### config.mk
export PLATFORM = sky130hd
export DESIGN_NAME = spi_nor_flash_command_sequencer_top
export DESIGN_NICKNAME = d
export VERILOG_FILES = /design/src/hdl/snfcs_pkg.sv /design/src/hdl/snfcs_fifo.sv /design/src/hdl/snfcs_engine.sv /design/src/hdl/spi_nor_flash_command_sequencer_top.sv
export SDC_FILE = /design/constraint.sdc
export NUM_CORES = 1
export LEC_CHECK = 0
export ABC_AREA = 1
export CAP_MARGIN = 5
export CELL_PAD_IN_SITES_DETAIL_PLACEMENT = 1
export CELL_PAD_IN_SITES_GLOBAL_PLACEMENT = 1
export CORE_MARGIN = 5
export CORE_UTILIZATION = 44
export CTS_BUF_LIST = sky130_fd_sc_hd__clkbuf_16
export DETAILED_ROUTE_END_ITERATION = 10
export DONT_BUFFER_PORTS = 1
export PLACE_DENSITY_LB_ADDON = 0.25
export RECOVER_POWER = 25
export SETUP_SLACK_MARGIN = 0.1
export SKIP_LAST_GASP = 1
export SLEW_MARGIN = 20
export SYNTH_ARGS = -nofsm -noshare
export SYNTH_HDL_FRONTEND = slang
export SYNTH_HIERARCHICAL = 1
export SYNTH_SLANG_ARGS = --single-unit
### constraint.sdc
create_clock -name clk -period 3.5 [get_ports clk]
set_clock_uncertainty 0.15 [all_clocks]
set_input_delay 0.35 -clock clk [delete_from_list [all_inputs] [get_ports clk]]
set_output_delay 0.35 -clock clk [all_outputs]
set_load 0.01 [all_outputs]
### src/hdl/snfcs_pkg.sv
`default_nettype none
// ----------------------------------------------------------------------------
// snfcs_pkg
// shared types, constants and the opcode function of the flash command sequencer
// ----------------------------------------------------------------------------
package snfcs_pkg;

    localparam logic [3:0] OP_READ   = 4'd0;
    localparam logic [3:0] OP_FREAD  = 4'd1;
    localparam logic [3:0] OP_PROG   = 4'd2;
    localparam logic [3:0] OP_SERASE = 4'd3;
    localparam logic [3:0] OP_CERASE = 4'd4;
    localparam logic [3:0] OP_WREN   = 4'd5;
    localparam logic [3:0] OP_WRDIS  = 4'd6;
    localparam logic [3:0] OP_RDSR   = 4'd7;
    localparam logic [3:0] OP_WRSR   = 4'd8;
    localparam logic [3:0] OP_ID     = 4'd9;
    localparam logic [3:0] OP_UID    = 4'd10;
    localparam logic [3:0] OP_PD     = 4'd11;
    localparam logic [3:0] OP_WAKE   = 4'd12;

    localparam logic [0:0] CMD_START  = 1'b0;
    localparam logic [0:0] CMD_REPORT = 1'b1;

    typedef struct packed {
        logic [0:0]  cmd;
        logic [3:0]  op;
        logic [23:0] address;
        logic [15:0] length;
        logic [7:0]  write_byte;
        logic [7:0]  rx_byte;
    } req_t;

    typedef struct packed {
        logic [7:0] mosi_byte;
        logic       byte_valid;
        logic       new_frame;
        logic       data_taken;
        logic       read_valid;
        logic [7:0] read_data;
        logic       done_res;
        logic       error;
    } res_t;

    function automatic logic [7:0] opcode(input logic [3:0] op);
        logic [7:0] r;
        begin
            case (op)
                OP_READ:   r = 8'h03;
                OP_FREAD:  r = 8'h0B;
                OP_PROG:   r = 8'h02;
                OP_SERASE: r = 8'h20;
                OP_CERASE: r = 8'hC7;
                OP_WREN:   r = 8'h06;
                OP_WRDIS:  r = 8'h04;
                OP_RDSR:   r = 8'h05;
                OP_WRSR:   r = 8'h01;
                OP_ID:     r = 8'h90;
                OP_UID:    r = 8'h4B;
                OP_PD:     r = 8'hB9;
                OP_WAKE:   r = 8'hAB;
                default:   r = 8'h03;
            endcase
            return r;
        end
    endfunction

endpackage
`default_nettype wire

### src/hdl/snfcs_fifo.sv
`default_nettype none
// ----------------------------------------------------------------------------
// snfcs_fifo
// two-entry queue used between the front, the engine and the result port
// ----------------------------------------------------------------------------
module snfcs_fifo #(
    parameter int WIDTH = 8
) (
    input  wire logic             clk,
    input  wire logic             rst_n,
    input  wire logic             push,
    input  wire logic [WIDTH-1:0] push_data,
    output logic                  full,
    input  wire logic             pop,
    output logic [WIDTH-1:0]      pop_data,
    output logic                  empty
);
    logic [WIDTH-1:0] mem_reg [2];
    logic             wptr_reg, rptr_reg;
    logic [1:0]       count_reg;
    logic             do_push, do_pop;

    assign full     = (count_reg == 2'd2);
    assign empty    = (count_reg == 2'd0);
    assign do_push  = push && !full;
    assign do_pop   = pop && !empty;
    assign pop_data = mem_reg[rptr_reg];

    always_ff @(posedge clk)
    begin
        if (do_push)
        begin
            mem_reg[wptr_reg] <= push_data;
        end
    end

    always_ff @(posedge clk or negedge rst_n)
    begin
        if (!rst_n)
        begin
            wptr_reg  <= 1'b0;
            rptr_reg  <= 1'b0;
            count_reg <= 2'd0;
        end
        else
        begin
            if (do_push)
            begin
                wptr_reg <= ~wptr_reg;
            end
            if (do_pop)
            begin
                rptr_reg <= ~rptr_reg;
            end
            count_reg <= count_reg + {1'b0, do_push} - {1'b0, do_pop};
        end
    end
endmodule
`default_nettype wire

### src/hdl/snfcs_engine.sv
`default_nettype none
// ----------------------------------------------------------------------------
// snfcs_engine
// phase sequencer: while the result queue is not full, one request in, one result out per cycle
// ----------------------------------------------------------------------------
module snfcs_engine import snfcs_pkg::*; #(
    parameter int PAGE_BYTES   = 256,
    parameter int SECTOR_BYTES = 4096
) (
    input  wire logic clk,
    input  wire logic rst_n,
    input  wire logic req_valid,
    input  wire req_t req,
    output logic      req_ready,
    output logic      res_valid,
    output res_t      res,
    input  wire logic res_full
);
    localparam int PW = $clog2(PAGE_BYTES);
    localparam int SW = $clog2(SECTOR_BYTES);
    localparam int CW = PW + 1;

    localparam logic [2:0] PH_IDLE     = 3'd0;
    localparam logic [2:0] PH_WREN     = 3'd1;
    localparam logic [2:0] PH_PRE_CMD  = 3'd2;
    localparam logic [2:0] PH_PRE_RD   = 3'd3;
    localparam logic [2:0] PH_MAIN     = 3'd4;
    localparam logic [2:0] PH_DATA     = 3'd5;
    localparam logic [2:0] PH_POST_CMD = 3'd6;
    localparam logic [2:0] PH_POST_RD  = 3'd7;

    logic [2:0]    phase_reg, phase_next;
    logic [3:0]    op_reg, op_next;
    logic [23:0]   addr_reg, addr_next;
    logic [15:0]   left_reg, left_next;
    logic [CW-1:0] chunk_reg, chunk_next;
    logic [2:0]    fidx_reg, fidx_next;
    logic          lwr_reg, lwr_next;
    res_t          r;
    logic          fire;
    logic [2:0]    hlen, fidx_inc;
    logic          has_pay;
    logic [7:0]    hbyte;
    logic [CW-1:0] room;
    logic [23:0]   saddr;

    assign req_ready = !res_full;
    assign fire      = req_valid && req_ready;
    assign res_valid = fire;
    assign res       = r;

    assign room  = CW'(PAGE_BYTES) - {1'b0, addr_reg[PW-1:0]};
    assign saddr = 24'({req.address, {SW{1'b0}}});
    assign fidx_inc = fidx_reg + 3'd1;
    assign has_pay = (op_reg == OP_PROG) ? (chunk_reg != '0) : (left_reg != '0);

    always_comb
    begin
        case (op_reg)
            OP_READ, OP_PROG, OP_SERASE, OP_ID: hlen = 3'd4;
            OP_FREAD, OP_UID:                   hlen = 3'd5;
            default:                            hlen = 3'd1;
        endcase
        if (op_reg <= OP_SERASE)
        begin
            case (fidx_inc)
                3'd1:    hbyte = addr_reg[23:16];
                3'd2:    hbyte = addr_reg[15:8];
                3'd3:    hbyte = addr_reg[7:0];
                default: hbyte = 8'hFF;
            endcase
        end
        else
        begin
            hbyte = 8'h00;
        end
    end

    always_comb
    begin
        phase_next = phase_reg;
        op_next    = op_reg;
        addr_next  = addr_reg;
        left_next  = left_reg;
        chunk_next = chunk_reg;
        fidx_next  = fidx_reg;
        lwr_next   = lwr_reg;
        r          = '0;
        if (req.cmd == CMD_START)
        begin
            if (phase_reg != PH_IDLE)
            begin
                r.error = 1'b1;
            end
            else
            begin
                op_next    = req.op;
                lwr_next   = 1'b0;
                fidx_next  = '0;
                chunk_next = '0;
                addr_next  = (req.op == OP_SERASE) ? saddr : req.address;
                case (req.op)
                    OP_READ, OP_FREAD, OP_PROG: left_next = req.length;
                    OP_RDSR, OP_WRSR:           left_next = 16'd1;
                    OP_ID:                      left_next = 16'd2;
                    OP_UID:                     left_next = 16'd8;
                    default:                    left_next = '0;
                endcase
                if (req.op > OP_WAKE || (req.op == OP_PROG && req.length == '0))
                begin
                    phase_next = PH_IDLE;
                    left_next  = '0;
                    r.done_res = 1'b1;
                end
                else if (req.op == OP_PROG || req.op == OP_SERASE || req.op == OP_CERASE)
                begin
                    if (req.op == OP_PROG)
                    begin
                        // first page chunk
                        if ({1'b0, req.length} < 17'(CW'(PAGE_BYTES)
                            - {1'b0, req.address[PW-1:0]}))
                            chunk_next = CW'(req.length);
                        else
                            chunk_next = CW'(PAGE_BYTES) - {1'b0, req.address[PW-1:0]};
                    end
                    phase_next   = PH_WREN;
                    r.mosi_byte  = 8'h06;
                    r.byte_valid = 1'b1;
                    r.new_frame  = 1'b1;
                end
                else
                begin
                    phase_next   = PH_MAIN;
                    r.mosi_byte  = opcode(req.op);
                    r.byte_valid = 1'b1;
                    r.new_frame  = 1'b1;
                end
            end
        end
        else if (phase_reg == PH_IDLE)
        begin
            r.error = 1'b1;
        end
        else
        begin
            r.read_valid = lwr_reg;
            r.read_data  = lwr_reg ? req.rx_byte : 8'h00;
            lwr_next     = 1'b0;
            r.byte_valid = 1'b1;
            case (phase_reg)
                PH_WREN:
                begin
                    r.new_frame = 1'b1;
                    if (op_reg == OP_PROG)
                    begin
                        phase_next  = PH_MAIN;
                        fidx_next   = '0;
                        r.mosi_byte = opcode(op_reg);
                    end
                    else
                    begin
                        phase_next  = PH_PRE_CMD;
                        r.mosi_byte = 8'h05;
                    end
                end
                PH_PRE_CMD, PH_POST_CMD:
                begin
                    phase_next  = phase_reg + 3'd1;
                    r.mosi_byte = 8'hFF;
                end
                PH_PRE_RD:
                begin
                    r.new_frame = 1'b1;
                    if (req.rx_byte[0])
                    begin
                        phase_next  = PH_PRE_CMD;
                        r.mosi_byte = 8'h05;
                    end
                    else
                    begin
                        phase_next  = PH_MAIN;
                        fidx_next   = '0;
                        r.mosi_byte = opcode(op_reg);
                    end
                end
                PH_POST_RD:
                begin
                    r.new_frame = 1'b1;
                    if (req.rx_byte[0])
                    begin
                        phase_next  = PH_POST_CMD;
                        r.mosi_byte = 8'h05;
                    end
                    else if (op_reg == OP_PROG && left_reg != '0)
                    begin
                        if ({{(CW > 16 ? 0 : 1){1'b0}}, left_reg} < 17'(room))
                            chunk_next = CW'(left_reg);
                        else
                            chunk_next = room;
                        phase_next  = PH_WREN;
                        r.mosi_byte = 8'h06;
                    end
                    else
                    begin
                        r = '0;
                        r.done_res = 1'b1;
                        phase_next = PH_IDLE;
                        fidx_next  = '0;
                        chunk_next = '0;
                        left_next  = '0;
                    end
                end
                default:
                begin
                    // main header or data
                    if (phase_reg == PH_MAIN)
                        fidx_next = fidx_inc;
                    if (phase_reg == PH_MAIN && fidx_inc < hlen)
                    begin
                        r.mosi_byte = hbyte;
                    end
                    else if (has_pay)
                    begin
                        phase_next = PH_DATA;
                        left_next  = left_reg - 16'd1;
                        if (op_reg == OP_PROG || op_reg == OP_WRSR)
                        begin
                            r.mosi_byte  = req.write_byte;
                            r.data_taken = 1'b1;
                            if (op_reg == OP_PROG)
                            begin
                                chunk_next = chunk_reg - CW'(1);
                                addr_next  = addr_reg + 24'd1;
                            end
                        end
                        else
                        begin
                            r.mosi_byte = 8'hFF;
                            lwr_next    = 1'b1;
                        end
                    end
                    else if (op_reg == OP_PROG || op_reg == OP_SERASE
                             || op_reg == OP_CERASE)
                    begin
                        phase_next  = PH_POST_CMD;
                        r.mosi_byte = 8'h05;
                        r.new_frame = 1'b1;
                    end
                    else
                    begin
                        r.byte_valid = 1'b0;
                        r.mosi_byte  = 8'h00;
                        r.done_res   = 1'b1;
                        phase_next   = PH_IDLE;
                        fidx_next    = '0;
                        chunk_next   = '0;
                        left_next    = '0;
                    end
                end
            endcase
        end
    end

    always_ff @(posedge clk or negedge rst_n)
    begin
        if (!rst_n)
        begin
            phase_reg <= PH_IDLE;
            op_reg    <= '0;
            addr_reg  <= '0;
            left_reg  <= '0;
            chunk_reg <= '0;
            fidx_reg  <= '0;
            lwr_reg   <= 1'b0;
        end
        else if (fire)
        begin
            phase_reg <= phase_next;
            op_reg    <= op_next;
            addr_reg  <= addr_next;
            left_reg  <= left_next;
            chunk_reg <= chunk_next;
            fidx_reg  <= fidx_next;
            lwr_reg   <= lwr_next;
        end
    end
endmodule
`default_nettype wire

### src/hdl/spi_nor_flash_command_sequencer_top.sv
`default_nettype none
// ----------------------------------------------------------------------------
// spi_nor_flash_command_sequencer_top
// turns host requests into spi nor flash byte frames, at most one byte per request
// ----------------------------------------------------------------------------
// path: a request's result is pushed into the result queue when the engine takes it from the input queue
// throughput: one request per cycle while the result queue is not full, set by the phase engine
// input queue and result queue are two entries deep each
// reset: asynchronous, active low; queues empty and the engine idle
module spi_nor_flash_command_sequencer_top import snfcs_pkg::*; #(
    parameter int PAGE_BYTES   = 256,
    parameter int SECTOR_BYTES = 4096
) (
    input  wire logic        clk,
    input  wire logic        rst_n,
    input  wire logic        push,
    output logic             full,
    input  wire logic [0:0]  cmd,
    input  wire logic [3:0]  op,
    input  wire logic [23:0] address,
    input  wire logic [15:0] length,
    input  wire logic [7:0]  write_byte,
    input  wire logic [7:0]  rx_byte,
    output logic             empty,
    input  wire logic        pop,
    output logic [7:0]       mosi_byte,
    output logic             byte_valid,
    output logic             new_frame,
    output logic             data_taken,
    output logic             read_valid,
    output logic [7:0]       read_data,
    output logic             done_res,
    output logic             error
);
    req_t in_req, q_req;
    res_t e_res, out_res;
    logic q_empty, e_ready, e_valid, r_full;

    assign in_req = '{cmd: cmd, op: op, address: address, length: length,
                      write_byte: write_byte, rx_byte: rx_byte};

    snfcs_fifo #(.WIDTH($bits(req_t))) u_front (
        .clk(clk), .rst_n(rst_n),
        .push(push), .push_data(in_req), .full(full),
        .pop(e_ready), .pop_data(q_req), .empty(q_empty)
    );

    snfcs_engine #(.PAGE_BYTES(PAGE_BYTES), .SECTOR_BYTES(SECTOR_BYTES)) u_engine (
        .clk(clk), .rst_n(rst_n),
        .req_valid(!q_empty), .req(q_req), .req_ready(e_ready),
        .res_valid(e_valid), .res(e_res), .res_full(r_full)
    );

    snfcs_fifo #(.WIDTH($bits(res_t))) u_back (
        .clk(clk), .rst_n(rst_n),
        .push(e_valid), .push_data(e_res), .full(r_full),
        .pop(pop), .pop_data(out_res), .empty(empty)
    );

    assign mosi_byte  = out_res.mosi_byte;
    assign byte_valid = out_res.byte_valid;
    assign new_frame  = out_res.new_frame;
    assign data_taken = out_res.data_taken;
    assign read_valid = out_res.read_valid;
    assign read_data  = out_res.read_data;
    assign done_res   = out_res.done_res;
    assign error      = out_res.error;
endmodule
`default_nettype wire
==> flow_summary.toml <==
[detailed_routing]
num_vias = 11400
drt_iter0_drc = 683
routedWlPerCell_um = 18.9
drc = 0
viasPerCell = 5.37
wl_um = 40100
drtPass1Iterations = 4
drtAntennaViolNets = 0

[timing]
hold_viol = 0
slew_headroom_pct = -32.1
setup_viol = 0
fin_crit_sh_pct = 94.0
fmax_ghz = 0.304
fin_setup_tns_ns = 0
report.final.slew_viol_count = 69
fin_crit_ns = 3.29
setup_ws_ns = 0.209
tightest_slew_ns = 1.98

[final_layout]
drive_gt1_share_pct = 10.3
final-seq-area_mm2 = 0.00669
n_antenna_cell = 0
largest_reg_flops = 122
post-route-util_pct = 51.3
area_delta_synth_final_pct = 16.0
multiInputGateArea_mm2 = 0.00588
fill_cells = 3551
layoutNonFillerInstCount = 2115
finalNetCount = 1807

[worst_setup_path]
endpoint_kind = "flop"
required_ns = 3.79
cp_max_fo = 6
start_kind = "flop"
cp.arrival_ns = 3.58
critical_path_class = "flop to flop"

[yosys]
syn-mean-instance-area_um2 = 8.36
syn_nets = 1714
synth_seq_area_share_pct = 49.8
synth_ff_type = "edfxtp_1"
netlist_instances = 1605
async_flop_share_pct = 29.1
synthesis.area_mm2 = 0.0134
ys_ff_latch = 234
ys_warn_count = 6
synth_cell_types = 50
synth_edf_count = 166

[status]
violations = "max-capacitance violations, max-slew violations"
status = "finished, violations left"

[die]
start_util_pct = 44.2
die_area_mm2 = 0.0341
die_y_um = 185
die_w_um = 185
pin_count = 89
num_rows = 64
core-area_mm2 = 0.0303

[grt]
grt_pass1_vias = 11600
antenna_found_initial = 0
track_usage_pct = 23.3
grt_max_degree = 69
grt_overflow_total = 0
grt_pass1_wl_um = 63400

[clocking]
clkSinkCount = 234
cts_tree = "yes"
cts_inserted_buffers = 27
path_clk_slew_ns = 0.06
clk_latency_ns = 0.56
clockRootBuffer = "clkbuf_16"
clockBufferDepth = 3
h-tree-depth = 1

[placed_design]
post-place-ws_ns = 0.0276
hpwl_um = 28600
io_buffers = 0
dp_cells = 1989
routabilityCongestion = 0.909

[min_path]
hp-class = "input pin to flop"

[power_and_ir_drop]
finalPower_mw = 15.4
p_leak_nw = 6.99
cellPowerDensity_mw_per_mm2 = 989
ir_worst_vdd_uv = 582

[run]
cap_violations = 1
## cells in the final DEF, fill, tap and decap left out, types with 5 or more instances in the layout
master / count
inv_2: 14
o31ai_1: 12
nand2_1: 584
dfrtp_1: 67
nand3_2: 6
nor2_1: 108
o21ai_0: 91
nor2_2: 9
ha_1: 43
xnor2_1: 5
o21ai_1: 8
clkinv_4: 6
nand2_2: 14
nor3_1: 25
o22ai_1: 8
clkbuf_16: 27
nand3_1: 83
clkinv_1: 9
o221ai_1: 7
o21ai_2: 18
a21oi_1: 26
xor2_1: 36
dlygate4sd3_1: 64
nand4_1: 19
buf_4: 38
edfxtp_1: 166
inv_1: 154
o211ai_1: 7
clkinv_2: 5
## metal layers
layer,up-vias,wire length [um],global-route usage [%]
li1,5461,-,-
met1,5625,18000,32.4
met2,222,19700,39.8
met3,47,1830,3.02
met4,0,547,4.26
met5,-,0,0
## final timing paths
path / startpoint / end / slack, ns / cells past startpoint
setup / recovery: u_front/rptr_reg$_DFFE_PN0P_ / u_engine/chunk_reg[7]$_DFFE_PN0P_ / 0.21 / 22
min in group asynchronous: rst_n / u_engine/left_reg[6]$_DFFE_PN0P_ / 0.79 / 2
hold / removal: op[3] / u_front/mem_reg[0][59]$_DFFE_PP_ / 0.30 / 1
hold reg to reg: u_front/wptr_reg$_DFFE_PN0P_ / u_front/wptr_reg$_DFFE_PN0P_ / 0.33 / 2
setup reg to reg: u_front/rptr_reg$_DFFE_PN0P_ / u_engine/chunk_reg[7]$_DFFE_PN0P_ / 0.21 / 22
max in group asynchronous: rst_n / u_front/rptr_reg$_DFFE_PN0P_ / 1.10 / 2
## per-stage QoR
step,instance area [um^2],hold slack [ns]
after floorplan,13400,-0.0956
after global placement,13800,-0.0915
after detailed placement,13800,-0.0914
after CTS,15400,0.249
after global routing,15600,0.273
final,15600,0.296
## synth_stat cells (3+ instances only)
library cell    n  area [um^2]
a21oi_1        30          150
buf_1           3         11.3
buf_2           3         15.0
buf_4          11         82.6
buf_6          13          146
clkbuf_1       13         48.8
clkinv_1        3         11.3
dfrtp_1        68         1700
edfxtp_1      166         4980
ha_1           44          551
inv_1         157          589
inv_2           9         33.8
nand2_1       586         2200
nand2_2        12         75.1
nand2_4         4         45.0
nand3_1        87          435
nand4_1        19          119
nor2_1        115          432
nor2_2          3         18.8
nor3_1         26          130
nor3_2          3         30.0
nor4_1          4         25.0
o2111ai_1       3         26.3
o211ai_1        7         52.6
o21ai_0        92          460
o21ai_1         7         35.0
o21ai_2        18          158
o221ai_1        7         61.3
o22ai_1         8         50.1
o31ai_1        12         90.1
o32ai_1         3         26.3
or2_2           3         18.8
xnor2_1         5         43.8
xor2_1         38          333
## critical path, cell delays in order, from the launching register on
cell      delay [ns]
dfrtp_2         0.47
buf_4           0.17
nand2_1         0.05
nand2_1         0.08
inv_2           0.09
nand3_2         0.08
nor2_1          0.16
nand3_1         0.15
nor2_1          0.14
nor2_1          0.06
nor2_2          0.12
inv_1           0.05
ha_1            0.26
nand2_1         0.07
nor2_2          0.12
nor3b_2         0.19
nand3_2         0.18
nand3_4         0.17
inv_1           0.05
nor2_1          0.09
nor2_1          0.07
nor2_1          0.12
a21boi_1        0.07
## cell type report
| class | count | area share [%] |
|---|---|---|
| sequential | 234 | 43.0 |
| multi-input combinational | 1157 | 37.8 |
| timing repair buffer | 106 | 6.25 |
| clock buffer | 27 | 4.34 |
| inverter | 172 | 4.21 |
| tap | 396 | 3.18 |
| clock inverter | 23 | 1.25 |
## logic make-up (layout without fill, tap and decap cells)
group,after synthesis,count (layout),share of synthesized area [%]
AOI/OAI and AO/OA,196,196,8.80
xor gates and xnor gates,43,43,2.81
adders and majority gates,44,44,4.10
buffers and inverters,216,328,7.27
DFF,234,234,49.8
and+or+nand+nor,872,874,27.2
## timing repair
| action | CTS | global route |
|---|---|---|
| hold endpoints to repair | 192 | 0 |
| cloned | 0 | 2 |
| setup endpoints to repair | 12 | 27 |
| hold buffers | 65 | 0 |
| gates resized for setup | 2 | 29 |
| pin swaps | 0 | 10 |
| setup buffers | 0 | 9 |
## where the power goes
group          switching, mW  internal, mW
Clock                   1.19          1.57
Sequential             0.518          4.09
Combinational           5.65          2.38
Power figures use the tool's default switching activity.
